--- src/rtl/upd_pkg.sv ---
package upd_pkg;

  localparam logic [7:0] CH_PLUS    = 8'h2B;
  localparam logic [7:0] CH_PERCENT = 8'h25;
  localparam logic [7:0] CH_SPACE   = 8'h20;

  // escape phase codes
  localparam logic [1:0] PH_IDLE  = 2'd0;
  localparam logic [1:0] PH_PCT   = 2'd1;
  localparam logic [1:0] PH_DIGIT = 2'd2;

  localparam int QUEUE_DEPTH = 2;
  localparam int QPTR_W      = 1;
  localparam int QCNT_W      = 2;

  typedef struct packed {
    logic [7:0] in_byte;
    logic       end_of_string;
  } in_word_t;

  typedef struct packed {
    logic [7:0] out_byte;
    logic       string_done;
  } out_word_t;

  // one input word's worth of output bytes, bytes[0] goes out first
  typedef struct packed {
    logic [1:0]      cnt;
    logic [2:0][7:0] bytes;
    logic            done;
  } job_t;

  function automatic logic is_hex(input logic [7:0] c);
    is_hex = (c >= 8'h30 && c <= 8'h39) || (c >= 8'h61 && c <= 8'h66) ||
             (c >= 8'h41 && c <= 8'h46);
  endfunction

  function automatic logic [3:0] hex_val(input logic [7:0] c);
    logic [7:0] v;
    v = 8'h00;
    if (c >= 8'h30 && c <= 8'h39) begin
      v = c - 8'h30;
    end else if (c >= 8'h61 && c <= 8'h66) begin
      v = c - 8'h57;
    end else if (c >= 8'h41 && c <= 8'h46) begin
      v = c - 8'h37;
    end
    hex_val = v[3:0];
  endfunction

endpackage

--- src/rtl/upd_front.sv ---
module upd_front (
  input  logic            clk,
  input  logic            rst_n,
  input  logic            acc,
  input  upd_pkg::in_word_t word,
  output upd_pkg::job_t   job,
  output logic            job_push
);

  logic [1:0] phase_r, phase_nxt;
  logic [7:0] held_r, held_nxt;
  logic [7:0] b;
  logic       last;
  logic       p_emit;
  logic [7:0] p_byte;

  assign b    = word.in_byte;
  assign last = word.end_of_string;

  // plain handling: a '%' opens an escape unless it is the final word
  assign p_emit = !(b == upd_pkg::CH_PERCENT && !last);
  assign p_byte = (b == upd_pkg::CH_PLUS) ? upd_pkg::CH_SPACE : b;

  always_comb begin
    job       = '0;
    job.done  = last;
    phase_nxt = p_emit ? upd_pkg::PH_IDLE : upd_pkg::PH_PCT;
    held_nxt  = held_r;
    case (phase_r)
      upd_pkg::PH_PCT: begin
        if (upd_pkg::is_hex(b) && !last) begin
          held_nxt  = b;
          phase_nxt = upd_pkg::PH_DIGIT;
        end else begin
          job.cnt      = p_emit ? 2'd2 : 2'd1;
          job.bytes[0] = upd_pkg::CH_PERCENT;
          job.bytes[1] = p_byte;
        end
      end
      upd_pkg::PH_DIGIT: begin
        held_nxt = 8'h00;
        if (upd_pkg::is_hex(b) && upd_pkg::is_hex(held_r)) begin
          job.cnt      = 2'd1;
          job.bytes[0] = {upd_pkg::hex_val(held_r), upd_pkg::hex_val(b)};
          phase_nxt    = upd_pkg::PH_IDLE;
        end else begin
          job.cnt      = p_emit ? 2'd3 : 2'd2;
          job.bytes[0] = upd_pkg::CH_PERCENT;
          job.bytes[1] = held_r;
          job.bytes[2] = p_byte;
        end
      end
      default: begin
        job.cnt      = p_emit ? 2'd1 : 2'd0;
        job.bytes[0] = p_byte;
      end
    endcase
    // the final word always returns to reset state
    if (last) begin
      phase_nxt = upd_pkg::PH_IDLE;
      held_nxt  = 8'h00;
    end
  end

  assign job_push = acc && (job.cnt != 2'd0);

  always_ff @(posedge clk) begin
    if (!rst_n) begin
      phase_r <= upd_pkg::PH_IDLE;
      held_r  <= 8'h00;
    end else if (acc) begin
      phase_r <= phase_nxt;
      held_r  <= held_nxt;
    end
  end

endmodule

--- src/rtl/upd_queue.sv ---
module upd_queue (
  input  logic          clk,
  input  logic          rst_n,
  input  logic          push,
  input  upd_pkg::job_t push_job,
  output logic          full,
  input  logic          pop,
  output logic          q_valid,
  output upd_pkg::job_t q_job
);

  upd_pkg::job_t                    mem_r [upd_pkg::QUEUE_DEPTH];
  logic [upd_pkg::QPTR_W-1:0]       wr_ptr_r, rd_ptr_r;
  logic [upd_pkg::QCNT_W-1:0]       cnt_r;

  assign full    = (cnt_r == upd_pkg::QCNT_W'(upd_pkg::QUEUE_DEPTH));
  assign q_valid = (cnt_r != '0);
  assign q_job   = mem_r[rd_ptr_r];

  always_ff @(posedge clk) begin
    if (push) begin
      mem_r[wr_ptr_r] <= push_job;
    end
  end

  always_ff @(posedge clk) begin
    if (!rst_n) begin
      wr_ptr_r <= '0;
      rd_ptr_r <= '0;
      cnt_r    <= '0;
    end else begin
      if (push) wr_ptr_r <= wr_ptr_r + 1'b1;
      if (pop)  rd_ptr_r <= rd_ptr_r + 1'b1;
      case ({push, pop})
        2'b10:   cnt_r <= cnt_r + 1'b1;
        2'b01:   cnt_r <= cnt_r - 1'b1;
        default: cnt_r <= cnt_r;
      endcase
    end
  end

endmodule

--- src/rtl/upd_back.sv ---
module upd_back (
  input  logic               clk,
  input  logic               rst_n,
  input  logic               q_valid,
  input  upd_pkg::job_t      q_job,
  output logic               pop,
  output logic               out_valid,
  input  logic               out_stall,
  output upd_pkg::out_word_t out_data
);

  logic               cur_v_r;
  upd_pkg::job_t      cur_r;
  logic               out_valid_r;
  upd_pkg::out_word_t out_r;
  logic               adv;
  logic               cur_last;

  assign adv      = !out_valid_r || !out_stall;
  assign cur_last = (cur_r.cnt == 2'd1);
  assign pop      = q_valid && (!cur_v_r || (adv && cur_last));

  assign out_valid = out_valid_r;
  assign out_data  = out_r;

  always_ff @(posedge clk) begin
    if (!rst_n) begin
      cur_v_r     <= 1'b0;
      out_valid_r <= 1'b0;
    end else begin
      if (adv) out_valid_r <= cur_v_r;
      if (pop) begin
        cur_v_r <= 1'b1;
      end else if (adv && cur_v_r && cur_last) begin
        cur_v_r <= 1'b0;
      end
    end
  end

  always_ff @(posedge clk) begin
    if (adv && cur_v_r) begin
      out_r.out_byte    <= cur_r.bytes[0];
      out_r.string_done <= cur_last && cur_r.done;
    end
    if (pop) begin
      cur_r <= q_job;
    end else if (adv && cur_v_r) begin
      // advance to the next pending byte
      cur_r.cnt   <= cur_r.cnt - 2'd1;
      cur_r.bytes <= {8'h00, cur_r.bytes[2:1]};
    end
  end

endmodule

--- src/rtl/url_percent_decoder_unit.sv ---
// URL percent decoder.
// Input channel (in_valid / in_stall / in_data): one encoded byte per word,
// with end_of_string set on the last byte of a string. Output channel
// (out_valid / out_stall / out_data): one decoded byte per word, with
// string_done set on the final decoded byte of the string.
// '+' decodes to a space, '%' plus two hex digits to the byte they give;
// a broken escape is emitted literally and the following bytes reprocessed.
// Each input word yields zero to three output words.
// A byte accepted on the input passes through the job queue, the current-job
// register and the output register to out_data. Throughput: one input word
// per cycle while each yields at most one output byte and out_stall is low;
// the output register emits one byte per cycle, so a word of two or three
// bytes holds it for each byte; the two-entry job queue absorbs short bursts.
// in_stall rises when the job queue is full.
// Reset (rst_n low, synchronous) clears the escape state, the queue and the
// output valid. A stall on out_stall holds out_data steady; the queue fills
// behind it and then stalls the input side.
module url_percent_decoder_unit (
  input  logic               clk,
  input  logic               rst_n,
  input  logic               in_valid,
  output logic               in_stall,
  input  upd_pkg::in_word_t  in_data,
  output logic               out_valid,
  input  logic               out_stall,
  output upd_pkg::out_word_t out_data
);

  logic          acc;
  logic          push;
  logic          full;
  logic          pop;
  logic          q_valid;
  upd_pkg::job_t job;
  upd_pkg::job_t q_job;

  // take a word whenever the queue has room
  assign in_stall = full;
  assign acc      = in_valid && !full;

  upd_front u_front (
    .clk      (clk),
    .rst_n    (rst_n),
    .acc      (acc),
    .word     (in_data),
    .job      (job),
    .job_push (push)
  );

  upd_queue u_queue (
    .clk      (clk),
    .rst_n    (rst_n),
    .push     (push),
    .push_job (job),
    .full     (full),
    .pop      (pop),
    .q_valid  (q_valid),
    .q_job    (q_job)
  );

  upd_back u_back (
    .clk       (clk),
    .rst_n     (rst_n),
    .q_valid   (q_valid),
    .q_job     (q_job),
    .pop       (pop),
    .out_valid (out_valid),
    .out_stall (out_stall),
    .out_data  (out_data)
  );

endmodule
--- config.mk ---
export PLATFORM = sky130hd
export DESIGN_NAME = url_percent_decoder_unit
export DESIGN_NICKNAME = d
export VERILOG_FILES = /design/src/rtl/upd_pkg.sv /design/src/rtl/upd_front.sv /design/src/rtl/upd_queue.sv /design/src/rtl/upd_back.sv /design/src/rtl/url_percent_decoder_unit.sv
export SDC_FILE = /design/constraint.sdc
export NUM_CORES = 1
export LEC_CHECK = 0
export BUFFER_PORTS_ARGS = -buffer_cell sky130_fd_sc_hd__clkbuf_2
export CAP_MARGIN = 10
export CORE_MARGIN = 2
export CORE_UTILIZATION = 45
export CTS_BUF_LIST = sky130_fd_sc_hd__clkbuf_8
export DETAILED_ROUTE_END_ITERATION = 12
export PLACE_DENSITY_LB_ADDON = 0.3
export SETUP_SLACK_MARGIN = 0.1
export SLEW_MARGIN = 15
export SYNTH_ARGS = -nofsm -noshare
export SYNTH_HDL_FRONTEND = slang
export SYNTH_SLANG_ARGS = --single-unit
--- constraint.sdc ---
create_clock -name clk -period 3.61 [get_ports clk]
set_input_delay 0.1805 -clock clk [delete_from_list [all_inputs] [get_ports clk]]
set_output_delay 0.1805 -clock clk [all_outputs]
set_load 0.02 [all_outputs]
### Word level (Yosys, flattened, before mapping)

Memories as Yosys holds them, arrays and structs flattened. A register that Yosys moved wholly into a read port is not among the register bits.
Cells that the tools add are included.

* memories kept: 1
* memory bits (writable): 54
* output and inout bits: 11
* bits in registers: 52

* equal/unequal tests: 9
* multiplexer cells: 36
* add/sub/neg operators: 11
* reduce and logical (&&, ||, !) cells: 34
* $lt $le $gt $ge: 12

Memory list
* u_queue.mem_r: depth 2, width 27, read ports 1, clocked after memory_dff 1, wr ports 1, line upd_queue.sv:12 `upd_pkg::job_t mem_r [upd_pkg::QUEUE_DEPTH];`

Operators with widths (count)
* $mux W26: 2
* $pmux W8 S2: 3
* $mux W8: 5
* $ge A8 B7 Y1 const B: 4
* $le A8 B7 Y1 const B: 4
* $mux W16: 2
* $mux W4: 6
* $eq A8 B6 Y1 const B: 2
* $ge A8 B6 Y1 const B: 2
* $le A8 B6 Y1 const B: 2
* $logic_and A1 B1 Y1: 16
* $sub A4 B3 Y4 const B: 4
* $mux W2: 6
* $pmux W2 S2: 3
* $reduce_bool A2 Y1: 5
* $mux W1: 9
* $sub A4 B1 Y4 const B: 2
* $eq A2 B1 Y1 const B: 3
* $eq A2 B2 Y1 const B: 3
* $logic_or A1 B1 Y1: 6
* $logic_not A1 Y1: 5
* $sub A2 B1 Y2 const B: 2
* $ne A3 B2 Y1 const B: 1
* $reduce_and A3 Y1: 1
* other kinds (3): 4

### Depth between registers and ports, before layout

Gate-level depths: netlist of run 1.

* depth after elaboration: 11
* gate-level depth with buffers: 12
* gate-level depth less buffers: 11

### Hierarchy

A second synthesis of run 1 with hierarchy kept.

* cells, all modules: 360
* area total of the unflattened synthesis: 4952.2 um^2

By module, submodules not included
* upd_queue: cells an instance 106, area an instance 2162.1 um^2, times used 1
* upd_back: cells an instance 80, area an instance 1506.4 um^2, times used 1
* upd_front: cells an instance 173, area an instance 1270.0 um^2, times used 1
* url_percent_decoder_unit: cells an instance 1, area an instance 13.8 um^2, times used 1

### Worst setup path after synthesis of run 1

OpenSTA, ideal clock, no wires.

* path kind: input to register
* start: input in_data[1] in the netlist's numbering
* end: memory u_queue.mem_r[0][0] in the netlist's numbering (enable)
* setup time: 411 ps
* data arrival time: 2868 ps
* stages: 9
* path slack: 331 ps
* cells stage by stage: clkbuf_1 > inv_1 > ha_1 > o21bai_1 > a2111oi_4 > a21oi_2 > o21a_1 > o31ai_2 > nor2_1

* longest elaborated chain between the ends: 11
* elaborated cells on any way between the ends: 25
* classes of those cells: 6 x order compare; 1 x eq/ne; 8 x mux; 10 x reduce/logical

Ends and longest elaborated chain
* from (decl): line url_percent_decoder_unit.sv:23 `input upd_pkg::in_word_t in_data,`
* $ge A8 B6 Y1 (tied with other cells): line upd_pkg.sv:34 `is_hex = (c >= 8'h30 && c <= 8'h39) || (c >= 8'h61 && c <= 8'h66) ||`
* $logic_and A1 B1 Y1: line upd_pkg.sv:34
* $logic_or A1 B1 Y1 (2 in a row): line upd_pkg.sv:34
* $logic_and A1 B1 Y1 (on tied branches): line upd_front.sv:42, upd_front.sv:31
* $mux W2 (on tied branches): line upd_front.sv:42, upd_front.sv:31
* $pmux W2 S2 *: line upd_front.sv:29 `case (phase_r)`
* $reduce_bool A2 Y1 *: line upd_front.sv:65 `assign job_push = acc && (job.cnt != 2'd0);`
* $logic_and A1 B1 Y1 *: line upd_front.sv:65
* $mux W1 *: line upd_queue.sv:21 `if (push) begin`
* $mux W1 (not written as such) *: line upd_queue.sv:22 `mem_r[wr_ptr_r] <= push_job;`
* to (decl): line upd_queue.sv:12

Every way passes the cells marked *; elsewhere a longest branch is shown, timed or not.

### Worst setup path after layout of run 1

* start: register u_front.held_r[0]
* end: register u_queue.cnt_r[1] in the netlist's numbering

* longest elaborated chain between the ends: 11
* elaborated cells on any way between the ends: 20
* classes of those cells: 6 x order compare; 2 x eq/ne; 3 x mux; 9 x reduce/logical

Ends and longest elaborated chain
* from (decl): line upd_front.sv:11 `logic [7:0] held_r, held_nxt;`
* from (signal assigned): line upd_front.sv:73 `held_r <= held_nxt;`
* $ge A8 B6 Y1 (tied with other cells): line upd_pkg.sv:34
* $logic_and A1 B1 Y1: line upd_pkg.sv:34
* $logic_or A1 B1 Y1: line upd_pkg.sv:34
* $logic_or A1 B1 Y1 *: line upd_pkg.sv:34
* $logic_and A1 B1 Y1 *: line upd_front.sv:42 `if (upd_pkg::is_hex(b) && upd_pkg::is_hex(held_r)) begin`
* $mux W2 *: line upd_front.sv:42
* $pmux W2 S2 *: line upd_front.sv:29
* $reduce_bool A2 Y1 *: line upd_front.sv:65
* $logic_and A1 B1 Y1 *: line upd_front.sv:65
* $eq A2 B1 Y1 / $eq A2 B2 Y1 (equally long branches): line upd_queue.sv:34 `case ({push, pop})`
* $pmux W2 S2 / $reduce_bool A2 Y1 (equally long branches)
* to (signal assigned): line upd_queue.sv:35 `2'b10: cnt_r <= cnt_r + 1'b1;`
* to (signal assigned): line upd_queue.sv:36 `2'b01: cnt_r <= cnt_r - 1'b1;`
* to (signal assigned): line upd_queue.sv:37 `default: cnt_r <= cnt_r;`
* to (decl): line upd_queue.sv:14 `logic [upd_pkg::QCNT_W-1:0] cnt_r;`

Marks and branches as above.
A chain may end at the register's enable or synchronous reset.

==> impl_metrics.py, run 1 <==
metrics = {
    "global_route": {
        "grt_usage_pct": 16.2,
        "grt_pass1_wl_um": 14100,
        "grt_max_degree": 37,
        "antenna_found_initial": 0,
        "grt_pass1_vias": 2811,
        "overflow": 0,
    },
    "synthesis": {
        "syn-cell-area_um2": 4810,
        "synth-edff-count": 90,
        "yosys_warnings": 0,
        "synth_area_leader_cell": "edfxtp_1",
        "synth-seq-cells": 107,
        "syn_inst": 380,
        "ys_seq_area_share_pct": 63.2,
        "syn-num-nets": 405,
        "ys.flop_type": "edfxtp_1",
        "synth_cell_types": 49,
        "synth_top_area_share_pct": 56.1,
        "async_reset_ff_share_pct": 0,
        "yosys-top-cells-count": "edfxtp_1 (90), nor2_1 (51), a21oi_1 (32)",
        "ys_top_cells_by_area": "edfxtp_1 (56%), dfxtp_1 (7.1%), mux2i_1 (5.6%)",
        "synth.most_common_cell": "edfxtp_1",
        "syn_area_per_cell_um2": 12.7,
    },
    "setup_path": {
        "crit_path_max_fanout": 6,
        "cp_data_required_time_ns": 3.89,
        "worstSetupEndpointType": "register",
        "path_buf_inv": 1,
        "critPathTopFamily": "compound AO/OA/AOI/OAI gates",
        "critPathMostFrequentCell": "ha_1",
        "cp_slowest_cell": "a2111oi_4",
        "critical_path_class": "reg -> reg",
        "path_cells": "inv_1 > ha_1 > o21bai_1 > a2111oi_4 > a31oi_1 > o21a_1 > o31ai_2 > ha_1 > or3_1 > a21oi_1",
        "worstPathArrival_ns": 3.29,
        "worstSetupStartpointType": "register",
        "cpPeakStageDelay_ns": 0.52,
    },
    "cts": {
        "root_buffer": "clkbuf_8",
        "tritoncts": "built",
        "clk_pin_slew_ns": 0.09,
        "post_cts_buffers": 0,
        "ctsHtreeMaxLevel": 3,
        "cts.hold.buffers_added": 0,
        "clk_latency_ns": 0.37,
        "cts_resized": 0,
        "clock_sinks": 107,
        "cts_inserted_buffers": 9,
        "clock_path_buffers": 2,
    },
    "timing": {
        "hold_ws_ns": 0.0991,
        "hold_violations": 0,
        "relSlewSlack_pct": 26.4,
        "slew_viol_final": 0,
        "finalSetupViolCount": 0,
        "fin_crit_ns": 3.00,
        "fin_setup_tns_ns": 0,
        "post-route-period-util_pct": 83.2,
        "max_clock_freq_ghz": 0.333,
        "rsz0062_at_grt": "no",
        "worst_slack_ns": 0.607,
        "tightest_slew_ns": 1.10,
        "fin_worst_skew_ns": 0.0115,
    },
    "route": {
        "drt_iter0_drc": 149,
        "avgRoutedWirePerCell_um": 15.8,
        "drc_errors": 0,
        "via_count": 2900,
        "dr.pass1.iters": 4,
        "wl_um": 8590,
        "drtAntennaViolNets": 0,
        "routed_via_density": 5.33,
    },
    "floorplanning": {
        "fp.dieH_um": 107,
        "io_pins": 24,
        "initial_core_util_pct": 46.4,
        "fp.dieArea_um2": 11500,
        "die_w_um": 107,
        "fp-row-count": 37,
        "core-area_um2": 10400,
    },
    "layout": {
        "fillers": 916,
        "multiInputGateArea_um2": 1630,
        "final_cells": 544,
        "seqCellArea_um2": 3040,
        "design_area_um2": 5250,
        "drive_above_1_share_pct": 14.5,
        "fin_util_pct": 50.6,
        "area_growth_pct": 8.94,
        "fin_nets": 428,
        "num_antenna_cells": 0,
    },
    "worst_hold_path": {
        "worstHoldPathType": "in -> reg",
    },
    "placement": {
        "placed_area_um2": 5070,
        "place_ws_ns": 0.303,
        "routabilityCongestion": 0.907,
        "port_buffers": 23,
        "dpl.hpwl_um": 5830,
        "dp.cells": 528,
    },
    "status": {
        "status": "finished clean",
    },
    "job": {
        "maxCapViolCount": 0,
    },
    "pwr": {
        "leakagePower_nw": 1.80,
        "peakVddDrop_mv": 0.318,
        "p_per_area_nw_per_um2": 643,
        "power.total_mw": 3.37,
    },
}
## placed cells by master, fill, tap and decap left out, drive strengths merged, types with 2 or more instances in the layout
| master | n |
|---|---|
| xnor2 | 7 |
| o21bai | 2 |
| edfxtp | 90 |
| nor4b | 3 |
| o21ai | 9 |
| a32oi | 2 |
| nand4 | 2 |
| a22oi | 6 |
| and4 | 2 |
| a21oi | 34 |
| a31oi | 4 |
| clkinv | 4 |
| inv | 18 |
| nor3 | 4 |
| nand2b | 11 |
| buf | 7 |
| a2111oi | 5 |
| nor2 | 51 |
| and3 | 3 |
| nor2b | 5 |
| clkbuf | 33 |
| or3 | 2 |
| and2 | 9 |
| dfxtp | 17 |
| mux2i | 27 |
| nand2 | 10 |
| ha | 12 |
| nand3 | 11 |
| o31ai | 3 |
## logic make-up after synthesis
family	synth area share (%)
flip-flops	63.2
multiplexers	5.85
AO/OA/AOI/OAI	11.5
AND/OR/NAND/NOR	11.7
XOR/XNOR	1.46
adder cells (fa/ha/maj)	3.12
buffers and inverters	3.20
## per-layer routing
layer | up-vias | GRT usage (%) | wire (um)
met5 | - | 0 | 0
met4 | 0 | 6.78 | 131
met3 | 10 | 3.15 | 314
met2 | 56 | 26.2 | 4020
met1 | 1396 | 21.5 | 4120
li1 | 1438 | - | -
## worst min-delay path, cell delays in order
cell,delay [ns]
clkbuf_2,0.11
a21oi_1,0.07
nor2_1,0.07
## power breakdown
part / internal, mW / switching, mW / total [mW]
combinational: 0.291 / 0.548 / 0.839
clock: 0.264 / 0.391 / 0.655
sequential: 1.78 / 0.0977 / 1.88
## flip-flops by register name, summed over array words and instances, names as in the netlist, named ones only
name and flops:
u_queue.cnt_r 2, u_queue.mem_r 54, u_queue.rd_ptr_r 1, u_back.cur_r 27, u_front.phase_r 2, u_back.out_valid 1
u_queue.wr_ptr_r 1, u_back.out_data 9, u_back.cur_v_r 1, u_front.held_r 8
## layout make-up
type                       count  area share, %
clock buffer                  10           2.62
clock inverter                 6          0.644
inverter                      17           1.22
multi-input combinational    238           31.1
sequential                   107           58.0
tap                          136           3.24
timing repair buffer          30           3.20
## final timing paths
check / from / endpoint / slack, ns / depth (start not counted)
min: out_stall / u_back.out_valid / 0.1 / 3
max reg2reg: u_front.held_r[0] / u_queue.cnt_r[1] / 0.61 / 10
min reg2reg: u_back.cur_r[2] / u_back.out_data[2] / 0.42 / 0
max: u_front.held_r[0] / u_queue.cnt_r[1] / 0.61 / 10
Note: power is estimated with default switching activity, not from simulation.
==> run 2, diff against run 1 <==
==> constraint.sdc (replaced) <==
create_clock -name clk -period 2.5 [get_ports clk]
set_input_delay 0.125 -clock clk [delete_from_list [all_inputs] [get_ports clk]]
set_output_delay 0.125 -clock clk [all_outputs]
set_load 0.02 [all_outputs]
==> run 2 against run 1 <==
Compared with the run above:
- the run now ends with setup timing left
- utilization is 4.2 points higher
- global-route usage is 0.55 points higher
- hold slack worse by 0.065 ns
- routed wire length is 13% higher
- power is 53% higher
- sequential cell count stayed put
- clock power is 62% higher
- final area is 8.4% higher
- largest power group unchanged
==> impl_metrics.py, run 2 (synthesis gave the netlist of run 1 again) <==
metrics = {
    "layout": {
        "area_growth_pct": 18.1,
        "mostFrequentLayoutCell": "edfxtp_1",
        "fin_nets": 457,
        "final_cell_mix": "edfxtp_1 (90), nor2_1 (49), a21oi_1 (31), buf_4 (31), mux2i_1 (27)",
        "regMostFlops": "u_queue.mem_r",
        "drive_above_1_share_pct": 24.7,
        "num_antenna_cells": 0,
        "design_area_um2": 5690,
        "largest_register_ffs": 54,
        "fillers": 911,
    },
    "setup_path": {
        "critPathMostFrequentCell": "ha_4",
        "worstPathArrival_ns": 2.86,
        "path_cells": "inv_4 > ha_4 > o21bai_4 > a2111oi_4 > a31oi_2 > o21a_2 > o31ai_4 > ha_4 > xnor2_1 > or3_1 > a21oi_2",
        "path_buf_inv": 1,
        "r2r_slack_ns": -0.06,
        "cp_slowest_cell": "a2111oi_4",
        "worstSetupEndpointType": "register",
        "critical_path_class": "reg -> reg",
        "critPathTopFamily": "compound AO/OA/AOI/OAI gates",
        "cpPeakStageDelay_ns": 0.41,
        "crit_path_max_fanout": 5,
        "cp_data_required_time_ns": 2.80,
        "worstSetupStartpointType": "register",
    },
    "floorplanning": {
        "fp.dieH_um": 107,
        "io_pins": 24,
        "fp-row-count": 37,
        "die_w_um": 107,
        "fp.dieArea_um2": 11500,
        "core-area_um2": 10400,
        "initial_core_util_pct": 46.4,
    },
    "route": {
        "drt_iter0_drc": 243,
        "wl_um": 9680,
        "avgRoutedWirePerCell_um": 16.9,
        "drtAntennaViolNets": 0,
        "dr.pass1.iters": 5,
        "drc_errors": 0,
        "routed_via_density": 5.38,
        "via_count": 3084,
    },
    "pwr": {
        "netSwitchingPower_mw": 1.62,
        "power.total_mw": 5.16,
        "combPwrFrac_pct": 26.8,
        "peakVddDrop_mv": 0.378,
        "leakagePower_nw": 1.97,
        "p_clk_share_pct": 20.6,
        "p_per_area_nw_per_um2": 907,
        "p_int_mw": 3.54,
        "p_sw_share_pct": 31.4,
        "seq_power_share_pct": 52.5,
    },
    "worst_hold_path": {
        "worstHoldPathType": "in -> reg",
    },
    "placement": {
        "placed_area_um2": 5330,
        "dpl.hpwl_um": 6130,
        "port_buffers": 23,
        "routabilityCongestion": 0.882,
        "place_ws_ns": -0.0842,
    },
    "global_route": {
        "grt_max_degree": 37,
        "grt_usage_pct": 16.8,
        "antenna_found_initial": 0,
        "overflow": 0,
        "grt_pass1_vias": 3067,
        "grt_pass1_wl_um": 14800,
    },
    "cts": {
        "root_buffer": "clkbuf_8",
        "clk_pin_slew_ns": 0.11,
        "clock_sinks": 107,
        "ctsHtreeMaxLevel": 3,
        "tritoncts": "built",
        "clock_path_buffers": 2,
        "cts_inserted_buffers": 9,
        "clk_latency_ns": 0.37,
    },
    "timing": {
        "finalSetupViolCount": 8,
        "hold_violations": 0,
        "rsz0062_at_grt": "yes",
        "fin_crit_ns": 2.56,
        "relSlewSlack_pct": 58.2,
        "max_clock_freq_ghz": 0.391,
        "fin_worst_skew_ns": 0.0167,
        "worst_slack_ns": -0.0591,
        "slew_viol_final": 0,
        "hold_ws_ns": 0.0337,
        "tightest_slew_ns": 0.612,
        "post-route-period-util_pct": 102,
    },
    "status": {
        "status": "finished with violations",
        "failed_checks": "setup timing",
    },
    "job": {
        "maxCapViolCount": 0,
    },
}
==> run 2: layout make-up <==
cell class / instances / area, um^2 / share of cell area, %
clock buffers: 9 / 124 / 2.18
clock inverters: 7 / 73.8 / 1.30
multi-input cells: 240 / 1790 / 31.5
repair buffers: 57 / 408 / 7.17
inverters: 17 / 71.3 / 1.25
flip-flops and latches: 107 / 3050 / 53.6
well taps: 136 / 170 / 2.99
==> run 2: power groups by stage <==
stage / combinational, mW / clock [mW] / sequential, mW
after CTS: 1.32 / 1.09 / 2.71
after global placement: 1.28 / 0 / 2.73
after global routing: 1.55 / 1.16 / 2.75
after detailed placement: 1.31 / 0 / 2.75
after floorplan: 0.855 / 0 / 2.80
final: 1.38 / 1.06 / 2.71
==> run 2: layer usage <==
layer	up-vias	part of all wire [%]	global-route usage (%)
li1	1506	-	-
met1	1502	46	21.6
met2	68	48	27.9
met3	8	4.9	4.12
met4	0	1.1	5.40
met5	-	0	0
==> run 2: path summary, 6_finish.rpt <==
path / start / end / cells past startpoint
worst max register to register: u_front.held_r[0] / u_queue.cnt_r[1] / 11
worst max-delay path: u_front.held_r[0] / u_queue.cnt_r[1] / 11
worst min-delay path: out_stall / u_back.out_valid / 3
worst min register to register: u_back.cur_r[5] / u_back.out_data[5] / 0
==> run 2: worst reg2reg max path, delay by kind of cell (launching register included) <==
| kind | cells | cell delay [ns] |
|---|---|---|
| adders and majority gates | 2 | 0.33 |
| DFF | 1 | 0.39 |
| buffers and inverters | 1 | 0.08 |
| and+or+nand+nor | 1 | 0.39 |
| xor gates and xnor gates | 1 | 0.07 |
| AOI/OAI and AO/OA | 6 | 1.24 |
==> run 2: timing repair <==
action / in CTS / in global routing
hold buffers: 0 / 0
setup buffers: 0 / 5
pin swaps: 0 / 8
setup endpoints to repair: 57 / 66
gates cloned: 0 / 3
resized for setup: 1 / 15
endpoints found under the hold margin: 0 / 0
==> run 2: stage by stage <==
stage | util [%] | instances | setup TNS, ns
after floorplan | - | 380 | -0.00279
after global placement | 51.4 | 549 | 0
after detailed placement | 51.4 | 549 | -0.0842
after CTS | 53.3 | 565 | -0.0750
after global routing | 54.8 | 573 | -1.20
final | 54.8 | 573 | -0.117
